$ cat src/palette_color_merge_defines.svh
// ----------------------------------------------------------------------------
// palette_color_merge_defines.svh
// Assertion macros for the palette merge RTL.
// ----------------------------------------------------------------------------
`ifndef PALETTE_COLOR_MERGE_DEFINES_SVH
`define PALETTE_COLOR_MERGE_DEFINES_SVH

// Same-cycle implication, disabled while in reset
`define PCM_ASSERT_NOW(label, clk, rst_n, ante, cons) \
    label: assert property (@(posedge clk) disable iff (!rst_n) (ante) |-> (cons)) \
        else $error("palette merge assertion failed");

// Next-cycle implication, disabled while in reset
`define PCM_ASSERT_NEXT(label, clk, rst_n, ante, cons) \
    label: assert property (@(posedge clk) disable iff (!rst_n) (ante) |=> (cons)) \
        else $error("palette merge assertion failed");

`endif

$ cat src/pcm_pkg.sv
// ----------------------------------------------------------------------------
// pcm_pkg
// Types, constants and helpers for the palette color merge block.
// ----------------------------------------------------------------------------
package pcm_pkg;

    localparam int IDX_W               = 8;
    localparam int COLOR_W             = 24;
    localparam int PALETTE_ENTRIES_DEF = 256;

    // match bits move LANE cells toward cell 0 per scan step
    localparam int LANE   = 8;
    localparam int LANE_W = 3;

    localparam logic [COLOR_W-1:0] BLACK        = 24'h000000;
    localparam logic [COLOR_W-1:0] LAST_DEFAULT = 24'h003f00;

    // input word
    typedef struct packed {
        logic              cmd;
        logic [IDX_W-1:0]  src_index;
        logic [7:0]        red;
        logic [7:0]        green;
        logic [7:0]        blue;
    } pcm_in_t;

    // result word
    typedef struct packed {
        logic [IDX_W-1:0] remap_slot;
        logic [IDX_W-1:0] master_index;
        logic             skipped;
        logic             added;
    } pcm_out_t;

    // broadcast controls from the sequencer to every cell
    typedef struct packed {
        logic clear;
        logic load;
        logic shift;
        logic write;
    } cell_ctrl_t;

    typedef enum logic [1:0] {
        ST_IDLE,
        ST_EXEC,
        ST_SCAN
    } state_t;

    typedef struct packed {
        logic              found;
        logic [LANE_W-1:0] idx;
    } lane_pick_t;

    localparam logic CMD_CLEAR = 1'b1;

    // lowest set bit of one lane group
    function automatic lane_pick_t lane_first(input logic [LANE-1:0] bits);
        lane_pick_t pick;
        pick = '0;
        for (int j = LANE - 1; j >= 0; j--) begin
            if (bits[j]) begin
                pick.found = 1'b1;
                pick.idx   = LANE_W'(j);
            end
        end
        return pick;
    endfunction

endpackage

$ cat src/pcm_cell.sv
// ----------------------------------------------------------------------------
// pcm_cell
// One master palette entry: holds the color, compares it with the broadcast
// key and passes its match flag down the chain during the scan.
// ----------------------------------------------------------------------------
module pcm_cell
    import pcm_pkg::*;
#(
    parameter int                 POS_W       = 8,
    parameter int                 CELL_INDEX  = 0,
    parameter logic [COLOR_W-1:0] RESET_COLOR = '0
)
(
    input  logic               clk,
    input  logic               rst_n,
    input  cell_ctrl_t         ctrl,
    input  logic [COLOR_W-1:0] key,
    input  logic [POS_W-1:0]   wr_pos,
    input  logic               match_in,
    output logic               match_out
);

    localparam logic [POS_W-1:0] MY_POS = POS_W'(CELL_INDEX);

    logic [COLOR_W-1:0] entry_reg;
    logic [COLOR_W-1:0] entry_next;
    logic               match_reg;
    logic               match_next;

    // entry update: clear wins over write
    always_comb
    begin
        entry_next = entry_reg;
        priority if (ctrl.clear)
        begin
            entry_next = RESET_COLOR;
        end
        else if (ctrl.write && (wr_pos == MY_POS))
        begin
            entry_next = key;
        end
        else
        begin
            entry_next = entry_reg;
        end
    end

    // match flag: load from compare, then shift along the chain
    always_comb
    begin
        match_next = match_reg;
        priority if (ctrl.load)
        begin
            match_next = (entry_reg == key);
        end
        else if (ctrl.shift)
        begin
            match_next = match_in;
        end
        else
        begin
            match_next = match_reg;
        end
    end

    always_ff @(posedge clk or negedge rst_n)
    begin
        if (!rst_n)
        begin
            entry_reg <= RESET_COLOR;
            match_reg <= 1'b0;
        end
        else
        begin
            entry_reg <= entry_next;
            match_reg <= match_next;
        end
    end

    assign match_out = match_reg;

endmodule
$ cat config.mk
export PLATFORM = sky130hd
export DESIGN_NAME = pcm_cell
export DESIGN_NICKNAME = d
export VERILOG_FILES = /design/src/palette_color_merge_defines.svh /design/src/pcm_pkg.sv /design/src/pcm_cell.sv
export SDC_FILE = /design/constraint.sdc
export NUM_CORES = 1
export LEC_CHECK = 0
export ABC_AREA = 1
export BUFFER_PORTS_ARGS = -buffer_cell sky130_fd_sc_hd__buf_4
export CAP_MARGIN = 20
export CORE_MARGIN = 5
export CORE_UTILIZATION = 52
export CTS_CLUSTER_DIAMETER = 60
export DETAILED_ROUTE_END_ITERATION = 7
export GPL_TIMING_DRIVEN = 0
export PLACE_DENSITY = 0.83
export SYNTH_ARGS = -nofsm -noshare
export SYNTH_HDL_FRONTEND = slang
export SYNTH_SLANG_ARGS = --single-unit
$ cat constraint.sdc
create_clock -name clk -period 1.1 [get_ports clk]
set_input_delay 0.055 -clock clk [delete_from_list [all_inputs] [get_ports clk]]
set_output_delay 0.055 -clock clk [all_outputs]
set_load 0.005 [all_outputs]
==> reports/results.tsv <==
metric	value	unit
Clock Latency Late Sink	0.31	ns
Layout Nets	322	
initial antenna violation count	0	
GRT Util Overall	19.3	%
Syn Area/Cell	6.94	um2
HPWL Detailed	2370	um
Hold Crit Class	input port to flip-flop	
Total Wirelength	3590	um
Via density	4.79	
die area	3990	um2
H-Tree Depth	1	
Worst path depth	9	
Ant. Diodes	0	
pre-CTS setup slack	-0.0233	ns
maximum capacitance violations	0	
outcome	finished, final reports clean	
endpoints failing setup	0	
Storage cell area	626	um2
DP Cell Count	282	
Post-Syn Area	1470	um2
worst-path fanout max	3	
crit path DAT	1.35	ns
Slew headroom	71.9	%
Hold Violations, Final	0	
Critical-path top delay cell	dlygate4sd3_1	
Seq/Total Area, Yosys	42.5	%
Avg WL per Cell	11.5	um
routed via count	1498	
Crit Path Category	input port to flip-flop	
non-filler cells, final	313	
post-synth top area cell	dfrtp_1	
crit start category	input port	
Initial Util	53.8	%
worst slew pin tran	0.421	ns
Synth area leaders	dfrtp_1 43%, nand2_1 21%, nand3_1 9.9%	
initial DRC count	82	
Tmin final	1.09	ns
Area Growth Syn to Fin	42.5	%
WL met2	1840	um
drt drc	0	
ratio of final minimum period to clock period	99.0	%
FP Rows	19	
most frequent CP cell	nor2_1	
die width	63.2	um
placed cell areas	1800	um2
Clock Sink Count	25	
Yosys reg bits	25	
routability congestion estimate	0.772	
clock slew seen by the registers of the worst setup and hold paths	0.12	ns
Layout Skew	0.00341	ns
port bufs	39	
Remaining Overflow, GRT	0	
Core ar.	2730	um2
fill count	201	
fraction of layout cells with a size suffix above 1	18.1	%
clock root cell	clkbuf_4	
die height	63.2	um
area of the multi-input gates	704	um2
CTS buffer count	3	
Net Count, Synth	251	
Static Leak	0.00118	uW
Worst Slack Setup Final	0.0105	ns
cell chain of the critical path	dlygate4sd3_1 -> buf_4 -> nor2_1 -> nor2_1 -> nor2_1 -> nand3_1 -> nor2_1 -> nand3_1 -> nand2_1	
CP top delay family	buffers and inverters	
Max Transition Viols Final	0	
Netlist cell types	16	
post-cts sizing count	0	
CP Capture Type	flip-flop	
Pwr Total	1650	uW
vias in the first global route	1506	
Pre-antenna DRT Iters	4	
Clock Path Buffers	2	
Reg2Reg Setup Slack	0.01	ns
largest net degree at the start of global routing	26	
Crit path buffers/inverters	2	
hold depth	4	
Worst EP required	1.36	ns
max layer used	met4	
r2r startpoint	entry_reg[10]	
fmax	918	MHz
Hold Path Sink	entry_reg[17]	
Final ANT Viol Nets	0	
Worst Hold Launch	ctrl[3]	
TritonCTS clock tree	built	
top-area cell type share of the netlist area	42.5	%
final setup TNS	0	ns
max reg flops	24	
Ys Warns	0	
met3 routed WL	178	um
RSZ-0062 raised after global routing	true	
slowest stage delay, CP	0.54	ns
PwrDens	787	nW/um2
first-pass GRT wire length	6350	um
maximum vdd drop	1.05	mV
Ports	40	
FF-to-FF path depth	7	
cell count after synthesis	212	
met1 wire length	1510	um
FF-to-FF End	match_out	
Design Area, Final	2100	um2
[report_power, final]
part           internal [uW]  switching (uW)
logic                    187             136
clock network            142             260
registers                922            2.23
total                   1250             398
[through the flow]
step	hold WS [ns]	utilization (%)
after floorplan	-0.241	-
after global placement	-0.0249	65.9
after detailed placement	-0.0252	65.9
after CTS	0.00473	76.4
after global routing	0.0262	76.7
final	0.0352	76.7
[layout make-up]
| type | instances | area share, % |
|---|---|---|
| buffer | 6 | 1.91 |
| clock buffer | 4 | 1.25 |
| inverter | 27 | 4.83 |
| multi-input combinational | 154 | 33.6 |
| sequential | 25 | 29.8 |
| tap | 31 | 1.85 |
| timing repair buffer | 66 | 26.7 |
[tightest hold or removal path: stages]
cell     delay, ns
buf_4         0.12
nor2_8        0.05
nand2_1       0.05
nand2_1       0.04
[how the worst max path moves through the flow]
stage,end,slack [ns],start
after floorplan,match_out,0.20,entry_reg[20]
after global placement,entry_reg[2],-0.008,wr_pos[1]
after detailed placement,entry_reg[2],-0.02,wr_pos[1]
after CTS,match_out,0.04,key[12]
after global routing,match_out,-0.05,entry_reg[12]
final,match_out,0.01,key[10]
[placed cells by master (no fill, tap or decap)]
master / count
buf_1: 2
buf_2: 2
buf_4: 40
buf_6: 2
clkbuf_1: 1
clkbuf_4: 3
dfrtp_1: 25
dlygate4sd3_1: 26
inv_1: 27
nand2_1: 83
nand2_4: 1
nand3_1: 29
nor2_1: 24
nor2_8: 1
nor3_2: 1
nor4_4: 1
o21a_1: 1
o21ai_0: 7
xnor2_1: 5
xor2_1: 1
[cells by family (layout without fill, tap and decap cells)]
family / Yosys count / after routing / synth area share [%]
AOI/OAI and AO/OA: 8 / 8 / 2.89
DFF: 25 / 25 / 42.5
xor gates and xnor gates: 6 / 6 / 3.57
and+or+nand+nor: 140 / 140 / 41.4
buffers and inverters: 33 / 103 / 9.61
[per-layer routing]
| layer | track usage (%) | vias to the layer above |
|---|---|---|
| met4 | 5.97 | 0 |
| met3 | 6.04 | 6 |
| met5 | 0 | - |
| li1 | - | 790 |
| met1 | 22.9 | 667 |
| met2 | 33.3 | 35 |
[cells in the mapped netlist (all sizes together)]
cell / instances
buf: 6
dfrtp: 25
inv: 27
nand2: 84
nand3: 29
nor2: 25
nor3: 1
nor4: 1
o21a: 1
o21ai: 7
xnor2: 5
xor2: 1
[repair_timing]
| item | in CTS | in global routing |
|---|---|---|
| endpoints found under the setup margin | 0 | 1 |
| hold buffers | 26 | 0 |
| endpoints found under the hold margin | 50 | 0 |
| buffers inserted | 0 | 1 |
No activity file was read; power rests on OpenSTA's default activity.
